File: config.mk
export PLATFORM = sky130hd
export DESIGN_NAME = telemetry_can_frame_decoder
export DESIGN_NICKNAME = d
export VERILOG_FILES = /design/src/hw/rtl/tcfd_pkg.sv /design/src/hw/rtl/tcfd_front.sv /design/src/hw/rtl/tcfd_queue.sv /design/src/hw/rtl/tcfd_back.sv /design/src/hw/rtl/telemetry_can_frame_decoder.sv
export SDC_FILE = /design/constraint.sdc
export NUM_CORES = 2
export LEC_CHECK = 0
export BUFFER_PORTS_ARGS = -buffer_cell sky130_fd_sc_hd__buf_4
export CAP_MARGIN = 0
export CORE_MARGIN = 3
export CORE_UTILIZATION = 65
export CTS_CLUSTER_DIAMETER = 50
export DETAILED_ROUTE_END_ITERATION = 12
export PLACE_DENSITY = 0.83
export SLEW_MARGIN = 30
export SYNTH_ARGS = -nofsm -noshare
export SYNTH_HDL_FRONTEND = slang
export SYNTH_SLANG_ARGS = --single-unit
export TNS_END_PERCENT = 20
File: constraint.sdc
create_clock -name clk -period 9.9 [get_ports clk]
set_clock_uncertainty 0.15 [all_clocks]
set_input_delay 1.98 -clock clk [delete_from_list [all_inputs] [get_ports clk]]
set_output_delay 1.98 -clock clk [all_outputs]
set_load 0.1 [all_outputs]
File: src/hw/rtl/tcfd_pkg.sv
// tcfd_pkg: payload structs, record kind codes, frame ids and constant dividers
// shared by the telemetry frame decoder modules
// no dependencies
package tcfd_pkg;

	localparam int CountW    = 10;
	localparam int SlotW     = 9;
	localparam int KindCount = 15;
	localparam int KindIdxW  = 4;
	localparam int QDepth    = 2;
	localparam int QAw       = 1;

	// frame identifiers
	localparam logic [10:0] ID_HV     = 11'h0AA;
	localparam logic [10:0] ID_PEDAL  = 11'h0B0;
	localparam logic [10:0] ID_IMU    = 11'h0C0;
	localparam logic [10:0] ID_GPS    = 11'h0D0;
	localparam logic [10:0] ID_LV     = 11'h0FF;
	localparam logic [10:0] ID_MARKER = 11'h0AB;

	// subtypes
	localparam logic [7:0] SUB_00 = 8'h00;
	localparam logic [7:0] SUB_01 = 8'h01;
	localparam logic [7:0] SUB_02 = 8'h02;
	localparam logic [7:0] SUB_05 = 8'h05;
	localparam logic [7:0] SUB_06 = 8'h06;
	localparam logic [7:0] SUB_08 = 8'h08;
	localparam logic [7:0] SUB_09 = 8'h09;
	localparam logic [7:0] SUB_0A = 8'h0A;

	// record kinds
	localparam logic [4:0] KIND_NONE      = 5'd0;
	localparam logic [4:0] KIND_HV_VOLT   = 5'd1;
	localparam logic [4:0] KIND_HV_TEMP   = 5'd2;
	localparam logic [4:0] KIND_HV_CURR   = 5'd3;
	localparam logic [4:0] KIND_HV_ERR    = 5'd4;
	localparam logic [4:0] KIND_HV_WARN   = 5'd5;
	localparam logic [4:0] KIND_THROTTLE  = 5'd6;
	localparam logic [4:0] KIND_BRAKE     = 5'd7;
	localparam logic [4:0] KIND_GYRO      = 5'd8;
	localparam logic [4:0] KIND_ACCEL     = 5'd9;
	localparam logic [4:0] KIND_STEER     = 5'd10;
	localparam logic [4:0] KIND_GPS_LAT   = 5'd11;
	localparam logic [4:0] KIND_GPS_LON   = 5'd12;
	localparam logic [4:0] KIND_WHEELS    = 5'd13;
	localparam logic [4:0] KIND_DISTANCE  = 5'd14;
	localparam logic [4:0] KIND_LV        = 5'd15;
	localparam logic [4:0] KIND_MARKER    = 5'd16;

	typedef struct packed {
		logic [10:0] frame_id;
		logic [31:0] payload_high;
		logic [31:0] payload_low;
		logic [31:0] arrival_ms;
	} frame_t;

	typedef struct packed {
		logic [4:0]  record_kind;
		logic [8:0]  slot_index;
		logic        recorded;
		logic        overflow;
		logic [31:0] stamp_ms;
		logic [15:0] value_a;
		logic [15:0] value_b;
		logic [15:0] value_c;
		logic [15:0] value_d;
		logic        marker_seen;
	} record_t;

	// classified frame, queued between front and back
	typedef struct packed {
		logic [4:0]  kind;
		logic [31:0] stamp;
		logic [15:0] va;
		logic [15:0] vb;
		logic [15:0] vc;
		logic [15:0] vd;
	} dec_t;

	// reciprocal multiply dividers, exact over the full input range
	function automatic logic [10:0] div10000_24(input logic [23:0] x);
		logic [48:0] p;
		p = 49'(x) * 49'd27487791;
		return p[48:38];
	endfunction

	function automatic logic [9:0] div100_16(input logic [15:0] x);
		logic [32:0] p;
		p = 33'(x) * 33'd83887;
		return p[32:23];
	endfunction

	function automatic logic [12:0] div10_16(input logic [15:0] x);
		logic [31:0] p;
		p = 32'(x) * 32'd52429;
		return p[31:19];
	endfunction

	function automatic logic [13:0] div5_16(input logic [15:0] x);
		logic [31:0] p;
		p = 32'(x) * 32'd52429;
		return p[31:18];
	endfunction

endpackage

File: src/hw/rtl/tcfd_front.sv
// tcfd_front: classifies a CAN frame and decodes its value fields
// depends on tcfd_pkg
module tcfd_front import tcfd_pkg::*; (
	input  frame_t frame,
	output dec_t   dec
);

	logic [10:0] id;
	logic [31:0] h;
	logic [31:0] l;
	logic [7:0]  sub;
	logic [15:0] mid;
	logic [15:0] m256;
	logic [16:0] m255_w;
	logic [15:0] m255;

	logic [15:0] hv_v_a, hv_v_b, hv_v_c;
	logic [15:0] hv_t_a, hv_t_b, hv_t_c;
	logic [15:0] hv_c_a, hb1_div10, lb3_div10;
	logic [15:0] lv_a, lv_b;

	assign id   = frame.frame_id;
	assign h    = frame.payload_high;
	assign l    = frame.payload_low;
	assign sub  = h[31:24];
	assign mid  = h[23:8];
	assign m256 = {h[7:0], l[31:24]};
	// high byte times 255 plus low byte
	assign m255_w = {1'b0, h[7:0], 8'h00} - 17'(h[7:0]) + 17'(l[31:24]);
	assign m255   = m255_w[15:0];

	assign hv_v_a    = 16'(div10000_24(h[23:0]));
	assign hv_v_b    = 16'(div10000_24(24'(l[31:16])));
	assign hv_v_c    = 16'(div10000_24(24'(l[15:0])));
	assign hv_t_a    = 16'(div100_16(mid));
	assign hv_t_b    = 16'(div100_16(m256));
	assign hv_t_c    = 16'(div100_16(l[31:16]));
	assign hv_c_a    = 16'(div10_16(mid));
	assign hb1_div10 = 16'(div10_16(16'(h[15:8])));
	assign lb3_div10 = 16'(div10_16(16'(l[31:24])));
	// q8.8 with rounding to nearest
	assign lv_a      = 16'(div10_16({h[31:24], 8'd5}));
	assign lv_b      = 16'(div5_16({h[15:8], 8'd2}));

	always_comb begin
		dec = '0;
		case (id)
			ID_HV: begin
				case (sub)
					SUB_01: begin
						dec.kind = KIND_HV_VOLT;
						dec.va = hv_v_a;
						dec.vb = hv_v_b;
						dec.vc = hv_v_c;
					end
					SUB_0A: begin
						dec.kind = KIND_HV_TEMP;
						dec.va = hv_t_a;
						dec.vb = hv_t_b;
						dec.vc = hv_t_c;
					end
					SUB_05: begin
						dec.kind = KIND_HV_CURR;
						dec.va = hv_c_a;
						dec.vb = m256;
					end
					SUB_08, SUB_09: begin
						dec.kind = (sub == SUB_08) ? KIND_HV_ERR : KIND_HV_WARN;
						dec.va = 16'(h[23:16]);
						dec.vb = hb1_div10;
					end
					default: dec.kind = KIND_NONE;
				endcase
			end
			ID_PEDAL: begin
				case (sub)
					SUB_01, SUB_02: begin
						dec.kind = (sub == SUB_01) ? KIND_THROTTLE : KIND_BRAKE;
						dec.va = 16'(h[23:16]);
					end
					default: dec.kind = KIND_NONE;
				endcase
			end
			ID_IMU: begin
				case (sub)
					SUB_00, SUB_05: begin
						dec.kind = (sub == SUB_00) ? KIND_GYRO : KIND_ACCEL;
						dec.va = mid;
						dec.vb = m255;
						dec.vc = l[23:8];
						dec.vd = (sub == SUB_00) ? lb3_div10 : 16'(l[31:24]);
					end
					SUB_02: begin
						dec.kind = KIND_STEER;
						dec.va = 16'(h[23:16]);
					end
					default: dec.kind = KIND_NONE;
				endcase
			end
			ID_GPS: begin
				case (sub)
					SUB_01, SUB_02: begin
						dec.kind = (sub == SUB_01) ? KIND_GPS_LAT : KIND_GPS_LON;
						dec.va = mid;
						dec.vb = m255;
						dec.vc = 16'(l[23:16]);
						dec.vd = l[15:0];
					end
					SUB_06: begin
						dec.kind = KIND_WHEELS;
						dec.va = mid;
					end
					SUB_08: begin
						dec.kind = KIND_DISTANCE;
						dec.va = mid;
						dec.vb = m255;
						dec.vc = 16'(l[19:16]);
						dec.vd = 16'(l[11:8]);
					end
					default: dec.kind = KIND_NONE;
				endcase
			end
			ID_LV: begin
				dec.kind = KIND_LV;
				dec.va = lv_a;
				dec.vb = lv_b;
			end
			ID_MARKER: dec.kind = KIND_MARKER;
			default: dec.kind = KIND_NONE;
		endcase
		if (dec.kind != KIND_NONE) begin
			dec.stamp = frame.arrival_ms;
		end
	end

endmodule

File: src/hw/rtl/tcfd_queue.sv
// tcfd_queue: two-entry queue of classified frames between front and back
// depends on tcfd_pkg
module tcfd_queue import tcfd_pkg::*; (
	input  logic clk,
	input  logic arst_n,
	input  logic push,
	input  dec_t push_data,
	output logic full,
	output logic pop_valid,
	input  logic pop,
	output dec_t pop_data
);

	localparam int CntW = $clog2(QDepth + 1);

	dec_t            mem_q [QDepth];
	logic [QAw-1:0]  wr_ptr_q;
	logic [QAw-1:0]  rd_ptr_q;
	logic [CntW-1:0] cnt_q;

	assign full      = (cnt_q == CntW'(QDepth));
	assign pop_valid = (cnt_q != '0);
	assign pop_data  = mem_q[rd_ptr_q];

	always_ff @(posedge clk) begin
		if (push) begin
			mem_q[wr_ptr_q] <= push_data;
		end
	end

	always_ff @(posedge clk or negedge arst_n) begin
		if (!arst_n) begin
			wr_ptr_q <= '0;
			rd_ptr_q <= '0;
			cnt_q    <= '0;
		end else begin
			if (push) begin
				wr_ptr_q <= wr_ptr_q + 1'b1;
			end
			if (pop) begin
				rd_ptr_q <= rd_ptr_q + 1'b1;
			end
			case ({push, pop})
				2'b10:   cnt_q <= cnt_q + 1'b1;
				2'b01:   cnt_q <= cnt_q - 1'b1;
				default: cnt_q <= cnt_q;
			endcase
		end
	end

endmodule

File: src/hw/rtl/tcfd_back.sv
// tcfd_back: per-kind slot counters, marker flag and the output register
// depends on tcfd_pkg
module tcfd_back import tcfd_pkg::*; #(
	parameter int SLOTS = 512
) (
	input  logic              clk,
	input  logic              arst_n,
	input  logic              cfg_we,
	input  logic [CountW-1:0] cfg_wdata,
	input  logic              q_valid,
	input  dec_t              q_data,
	output logic              q_pop,
	output logic              out_valid,
	input  logic              out_ready,
	output record_t           out_data
);

	localparam logic [CountW-1:0] SlotLim = CountW'(SLOTS);

	logic [CountW-1:0]   limit_q;
	logic [CountW-1:0]   counts_q [KindCount];
	logic                marker_q;
	logic                out_valid_q;
	record_t             out_data_q;

	logic                is_rec;
	logic [4:0]          kind_m1;
	logic [KindIdxW-1:0] idx;
	logic [CountW-1:0]   cnt;
	logic [CountW-1:0]   lim;
	logic                room;
	logic                marker_nxt;
	record_t             rec;

	assign q_pop     = q_valid && (!out_valid_q || out_ready);
	assign out_valid = out_valid_q;
	assign out_data  = out_data_q;

	assign is_rec  = (q_data.kind != KIND_NONE) && (q_data.kind != KIND_MARKER);
	assign kind_m1 = q_data.kind - 5'd1;
	assign idx     = kind_m1[KindIdxW-1:0];
	assign cnt     = counts_q[idx];
	assign lim     = (limit_q < SlotLim) ? limit_q : SlotLim;
	assign room    = cnt < lim;
	assign marker_nxt = marker_q || (q_data.kind == KIND_MARKER);

	always_comb begin
		rec             = '0;
		rec.record_kind = q_data.kind;
		rec.stamp_ms    = q_data.stamp;
		rec.value_a     = q_data.va;
		rec.value_b     = q_data.vb;
		rec.value_c     = q_data.vc;
		rec.value_d     = q_data.vd;
		rec.marker_seen = marker_nxt;
		if (is_rec) begin
			rec.recorded   = room;
			rec.overflow   = !room;
			rec.slot_index = room ? cnt[SlotW-1:0] : '0;
		end
	end

	always_ff @(posedge clk) begin
		if (q_pop) begin
			out_data_q <= rec;
		end
	end

	always_ff @(posedge clk or negedge arst_n) begin
		if (!arst_n) begin
			limit_q     <= CountW'(500);
			marker_q    <= 1'b0;
			out_valid_q <= 1'b0;
			for (int i = 0; i < KindCount; i++) begin
				counts_q[i] <= '0;
			end
		end else begin
			if (cfg_we) begin
				limit_q <= cfg_wdata;
			end
			if (q_pop) begin
				marker_q    <= marker_nxt;
				out_valid_q <= 1'b1;
				if (is_rec && room) begin
					counts_q[idx] <= cnt + 1'b1;
				end
			end else if (out_ready) begin
				out_valid_q <= 1'b0;
			end
		end
	end

endmodule

File: src/hw/rtl/telemetry_can_frame_decoder.sv
// telemetry_can_frame_decoder: top level, front decoder, queue and back end
// depends on tcfd_pkg, tcfd_front, tcfd_queue, tcfd_back
//
// channel  | direction | handshake             | beat payload
// ---------+-----------+-----------------------+------------------------------
// in       | in        | in_valid / in_ready   | frame_t: id, two words, time
// out      | out       | out_valid / out_ready | record_t: kind, slot, values
// cfg      | in        | cfg_we                | cfg_wdata: buffer_limit
//
// one frame per cycle sustained while out keeps accepting; an accepted beat is decoded
// into the queue and moves on to the out register when out is free
// the dividers are reciprocal multipliers in the front, one per divided field
// reset clears the queue, the slot counters and the marker flag and sets the limit to 500
// in_ready drops only when the two-entry queue fills behind a stalled out beat
module telemetry_can_frame_decoder import tcfd_pkg::*; #(
	parameter int SLOTS = 512
) (
	input  logic              clk,
	input  logic              arst_n,
	input  logic              in_valid,
	output logic              in_ready,
	input  frame_t            in_data,
	output logic              out_valid,
	input  logic              out_ready,
	output record_t           out_data,
	input  logic              cfg_we,
	input  logic [CountW-1:0] cfg_wdata
);

	dec_t dec;
	dec_t q_data;
	logic q_full;
	logic q_valid;
	logic q_pop;
	logic push;

	// front: classify the frame and decode its fields in the accept cycle
	tcfd_front u_front (
		.frame (in_data),
		.dec   (dec)
	);

	// accept whenever the queue has room
	assign in_ready = !q_full;
	assign push     = in_valid && in_ready;

	tcfd_queue u_queue (
		.clk       (clk),
		.arst_n    (arst_n),
		.push      (push),
		.push_data (dec),
		.full      (q_full),
		.pop_valid (q_valid),
		.pop       (q_pop),
		.pop_data  (q_data)
	);

	// back: slot allocation per kind, overflow, sticky marker, out register
	tcfd_back #(
		.SLOTS (SLOTS)
	) u_back (
		.clk       (clk),
		.arst_n    (arst_n),
		.cfg_we    (cfg_we),
		.cfg_wdata (cfg_wdata),
		.q_valid   (q_valid),
		.q_data    (q_data),
		.q_pop     (q_pop),
		.out_valid (out_valid),
		.out_ready (out_ready),
		.out_data  (out_data)
	);

	// a record is never both stored and dropped
	assert property (@(posedge clk) disable iff (!arst_n)
		out_valid |-> !(out_data.recorded && out_data.overflow))
		else $error("recorded and overflow both set");

	// only real kinds take a slot or overflow
	assert property (@(posedge clk) disable iff (!arst_n)
		out_valid && (out_data.recorded || out_data.overflow) |->
			(out_data.record_kind != KIND_NONE) && (out_data.record_kind != KIND_MARKER))
		else $error("slot activity on none or marker kind");

	// a full queue means the out register holds a waiting beat
	assert property (@(posedge clk) disable iff (!arst_n)
		!in_ready |-> out_valid)
		else $error("queue full with empty out register");

	// marker flag never clears once reported
	assert property (@(posedge clk) disable iff (!arst_n)
		out_valid && out_ready && out_data.marker_seen |=>
			!out_valid || out_data.marker_seen)
		else $error("marker flag cleared");

endmodule

Word-level counts from Yosys, hierarchy flattened
Memories as Yosys holds them, arrays and structs flattened. Index checks and enable logic that the tools add are counted.

Register bits: 279. Memory bits (writable): 202. Input port bits: 122. Word-level logic and storage cells: 130. Memories kept: 1.

Memories: u_queue.mem_q (words 2, bits a word 101, read ports 1, clocked after Yosys merged registers in 0, write ports 1, line tcfd_queue.sv:16) `dec_t mem_q [QDepth];`.

$add $sub $neg: 8. Multiply operators: 11. Order comparisons: 4. Eq/ne operators: 18. Mux-type cells: 34. Bitwise gates (word level): 1. Reductions and logical operators: 22.

Operator list (number): bitwise mux 150 bit (1); one-hot mux 29 bit (4 select lines) (1); multiplier 16 x 17 -> 33 bit, second input constant (3); one-hot mux 48 bit (2 select lines) (1); multiplier 16 x 25 -> 41 bit, second input constant (2); one-hot mux 16 bit (5 select lines) (1); == test 11 x 8 -> 1 bit, second input constant (6); multiplier 16 x 16 -> 32 bit, second input constant (2); one-hot mux 16 bit (2 select lines) (2); one-hot mux 16 bit (4 select lines) (1); multiplier 24 x 25 -> 49 bit, second input constant (1); multiplier 8 x 16 -> 24 bit, second input constant (2); two-way mux 48 bit (1); one-hot mux 16 bit (3 select lines) (1); binary-select mux 10 bit (select 4 bit) (1); demux 10 bit (select 4 bit) (1); two-way mux 10 bit (4); two-way mux 32 bit (1); multiplier 15 x 16 -> 31 bit, second input constant (1); one-hot mux 5 bit (6 select lines) (1); == test 8 x 4 -> 1 bit, second input constant (3); one-hot mux 10 bit (2 select lines) (1); one-hot mux 5 bit (4 select lines) (1); adder 16 x 8 -> 16 bit (1); other kinds (35) (58).

Longest topological paths before layout
An unclocked memory read counts as a cell.

Word-level depth: 9. Gate-level depth with buffers: 26. Gate-level depth less buffers: 26.

Hierarchy
From an unflattened synthesis, not the netlist that was laid out.

Cells, all modules: 5872. Area, all modules: 67189.4 um^2.

By module, submodules not included: tcfd_front (instances 1, cells each 4842, area each 47772.1 um^2, seq. area each 0.0 um^2); tcfd_back (instances 1, cells each 698, area each 11609.9 um^2, seq. area each 7454.6 um^2); tcfd_queue (instances 1, cells each 330, area each 7797.5 um^2, seq. area each 6165.9 um^2); telemetry_can_frame_decoder (instances 1, cells each 2, area each 10.0 um^2, seq. area each 0.0 um^2).

Least setup slack after synthesis
OpenSTA, ideal clock, no wires.

Kind: input-to-reg. Start: in out_ready. End: reg u_back.counts_q[104] (netlist bit). Arrival: 9.974 ns. Data required time: 9.625 ns. Path slack: -0.348 ns. Stages on the path: 5. Path buffers: 0. Path through: inv_1 a21oi_1 nand3_1 nor3_4 mux2_2.

Word-level cells in the longest chain between the ends: 3.

RTL lines: from (decl) (line telemetry_can_frame_decoder.sv:24) `input logic out_ready,`; logical OR 1 bit (line tcfd_back.sv:35) `assign q_pop = q_valid && (!out_valid_q || out_ready);`; logical AND 1 bit (line tcfd_back.sv:35); via q_pop (line telemetry_can_frame_decoder.sv:34) `logic q_pop;`; AND reduction 2 bit (no line); to (signal, indexed assignment) (line tcfd_back.sv:85) `counts_q[idx] <= cnt + 1'b1;`; to (decl) (line tcfd_back.sv:21) `logic [CountW-1:0] counts_q [KindCount];`.

The timed path passes the listed nets, and every way through them passes these cells. A chain may end at the register's enable or synchronous reset.

==> results_dict.tcl <==
set metrics [dict create \
    muxShareOfSynthArea_pct 6.06 \
    crit_path_frequent_cell "fa_1" \
    overflow 0 \
    ys_seq_area_share_pct 20.5 \
    avgSynthCellArea_um2 11.4 \
    coreArea_um2 101000 \
    worst_slew_pin_slew_ns 1.08 \
    drv_cap 0 \
    area_growth_syn_to_layout_pct 8.23 \
    top_level_ports 237 \
    vias 44400 \
    synth-compound-area-share_pct 5.46 \
    synth_cell_types 85 \
    period_share_pct 89.4 \
    clock-root-buffer "clkbuf_16" \
    hold_viol 0 \
    worstSetupPathType "input pin to flop" \
    rows 116 \
    critPathSlowestCell "ha_1" \
    synth_top_family_by_area "adder cells" \
    clock-sinks 481 \
    r2r_slack_ns 1.63 \
    yosys.area_share.simple_pct 4.37 \
    startpoint_type "input pin" \
    routabilityCongestion 1.01 \
    crit_required_ns 10.09 \
    antenna_cells 0 \
    wl_per_cell_um 23.2 \
    crit_path_max_incr_delay_ns 0.84 \
    cp-end-kind "flop" \
    synth_xor_area_share_pct 1.74 \
    slew_headroom_pct 27.3 \
    cts_buffer_depth 3 \
    grt_pass1_vias 48100 \
    r2r_end "u_back.counts_q[51]$_DFFE_PN0P_" \
    hold_path_end "u_back.counts_q[10]$_DFFE_PN0P_" \
    critical_path.top_delay_family "adder cells" \
    synthAdderAreaFrac_pct 52.8 \
    first_iter_violations 3649 \
    path_clk_slew_ns 0.07 \
    nets 8444 \
    drtAntennaViolNets 0 \
    hold_path_depth 1 \
    dieWidth_um 325 \
    antenna_found_initial 0 \
    synth-edff-count 315 \
    wl_mm 174 \
    synthesis.nets 8177 \
    synth_top_flop_cell "edfxtp_1" \
    post_cts_buffers 0 \
    rsz0062_at_grt "false" \
    worstHoldStart "u_back.counts_q[10]$_DFFE_PN0P_" \
    yosys_warnings 0 \
    hpwl_mm 143 \
    drt_pass1_iterations 7 \
    cts_made_buffers 52 \
    crit_chain "buf_4, ha_1, inv_1, fa_1, inv_1, fa_1, inv_1, fa_1, fa_1, inv_1, fa_1, fa_1, ha_1, nand4_1, nor3_1, o21ai_0, nor4_1, o21ai_0, buf_4, a31oi_1, nand4_1, and4b_1, xor2_1, o221ai_1" \
    cts_resized 0 \
    htree_levels 2 \
    fill_cells 7077 \
    initial_core_util_pct 65.9 \
    grt_pass1_wl_mm 273 \
    r2r_start "u_queue.rd_ptr_q$_DFFE_PN0P_" \
    die_h_um 325 \
    tritoncts "yes" \
    arrival_ns 9.04 \
    track_usage_pct 33.4 \
    setup-tns-final_ns 0 \
    fmaxAchievable_mhz 113 \
    die-area_um2 106000 \
    fin_crit_ns 8.85 \
    hp-class "flop to flop" \
    routed_via_density 5.92 \
    netlist_area_um2 66300 \
    synthArstFlopShare_pct 34.5 \
    clk_latency_ns 0.63 \
    path_buf_inv 6 \
    outcome "complete, no violations" \
    ys_ff_latch 481 \
    drc_errors 0 \
    io_buffers 236 \
    syn_inst 5837 \
    ff2ff_path_depth 19 \
    finalSetupViolations 0 \
    grt_start_max_net_pins 104 \
    cts-hold-fix-buffers 0 \
    crit_fanout 11 \
    layout-drive-gt1-share_pct 10.4 \
    slew_violations 0 \
]
[cells by family (layout without fill, tap and decap cells)]
| logic type | after synthesis | count (layout) |
|---|---|---|
| buffers and inverters | 1584 | 1894 |
| xor gates and xnor gates | 130 | 130 |
| adders and majority gates | 2218 | 2218 |
| and+or+nand+nor | 563 | 563 |
| DFF | 481 | 481 |
| AOI/OAI and AO/OA | 543 | 543 |
| muxes | 318 | 318 |
[state kept, by name, indices dropped and copies added, names as in the netlist]
| register | flops |
|---|---|
| u_queue.wr_ptr_q | 1 |
| u_back.counts_q | 150 |
| u_back.out_valid | 1 |
| u_back.out_data | 113 |
| u_back.marker_q | 1 |
| u_queue.mem_q | 202 |
| u_back.limit_q | 10 |
| u_queue.cnt_q | 2 |
| u_queue.rd_ptr_q | 1 |
[worst max path at each step]
stage | cells after the start | startpoint | slack [ns] | endpoint
2_1_floorplan | 19 | in_data[66] | 1.78 | u_queue.mem_q[0][41]$_DFFE_PP_
3_5_place_dp | 24 | in_data[75] | 0.57 | u_queue.mem_q[0][55]$_DFFE_PP_
6_report | 24 | in_data[74] | 1.05 | u_queue.mem_q[1][55]$_DFFE_PP_
5_1_grt | 26 | in_data[66] | 0.61 | u_queue.mem_q[1][56]$_DFFE_PP_
3_3_place_gp | 26 | in_data[66] | 0.62 | u_queue.mem_q[0][56]$_DFFE_PP_
4_1_cts | 24 | in_data[75] | 1.21 | u_queue.mem_q[1][55]$_DFFE_PP_
[routing by layer]
| metal | GRT usage [%] | up-vias | wire length [um] |
|---|---|---|---|
| met5 | 0 | - | 0 |
| met4 | 12.5 | 0 | 8000 |
| met3 | 7.00 | 451 | 15800 |
| met2 | 53.8 | 1961 | 80400 |
| met1 | 45.1 | 22300 | 69600 |
| li1 | - | 19700 | - |
[cell usage in the layout (no fill, tap or decap), types with 18 or more instances in the layout]
| cell type | n |
|---|---|
| nand4_1 | 33 |
| buf_4 | 285 |
| nand2_1 | 129 |
| mux2_1 | 78 |
| ha_1 | 1253 |
| nor2b_1 | 50 |
| clkbuf_16 | 52 |
| dfrtp_1 | 159 |
| mux2_2 | 156 |
| and3_1 | 18 |
| a222oi_1 | 20 |
| fa_1 | 965 |
| a21oi_1 | 149 |
| a31oi_1 | 18 |
| xor2_1 | 41 |
| a21o_1 | 63 |
| o221ai_1 | 19 |
| xnor2_1 | 79 |
| edfxtp_1 | 315 |
| a211oi_1 | 18 |
| mux2_4 | 30 |
| o21a_1 | 22 |
| o21ai_0 | 103 |
| nor2_1 | 129 |
| nor3_1 | 39 |
| mux4_2 | 30 |
| nand3_1 | 48 |
| inv_1 | 1509 |
| mux2i_1 | 22 |
[Yosys cell counts, types with 22 or more instances]
library cell  number  area, um2
inv_1           1509       5660
ha_1            1253      15700
fa_1             965      19300
edfxtp_1         315       9460
dfrtp_1          160       4000
mux2_2           156       1760
a21oi_1          150        751
nor2_1           131        492
nand2_1          129        484
o21ai_0          103        515
xnor2_1           86        753
mux2_1            78        878
a21o_1            63        473
nor2b_1           50        313
nand3_1           48        240
clkbuf_1          45        169
xor2_1            42        368
nor3_1            40        200
nand4_1           33        206
mux2_4            30        450
mux4_2            30        676
mux2i_1           22        220
o21a_1            22        165
[per-stage QoR]
| stage | hold WS [ns] | util (%) | instances | worst slack [ns] | instance area [um2] |
|---|---|---|---|---|---|
| 2_1_floorplan | 0.299 | - | 5837 | 1.78 | 66300 |
| 3_3_place_gp | 0.309 | 69.5 | 7407 | 0.624 | 69900 |
| 3_5_place_dp | 0.317 | 69.5 | 7407 | 0.570 | 69900 |
| 4_1_cts | 0.335 | 71.3 | 7504 | 1.21 | 71700 |
| 5_1_grt | 0.346 | 71.3 | 7504 | 0.606 | 71800 |
| 6_report | 0.334 | 71.3 | 7504 | 1.05 | 71800 |
[layout make-up]
class                           instances  area, um2  share of cell area, %
Timing Repair Buffer                  286       2150                   3.00
Tap cell                             1357       1700                   2.37
Clock inverter                         32        437                  0.609
Sequential cell                       481      13600                   19.0
Clock buffer                           65       1380                   1.92
Inverter                             1511       5670                   7.90
Multi-Input combinational cell       3772      46800                   65.2
Power is not shown: default switching activity piles up to over one toggle a cycle in this logic, so the estimate is an artifact.
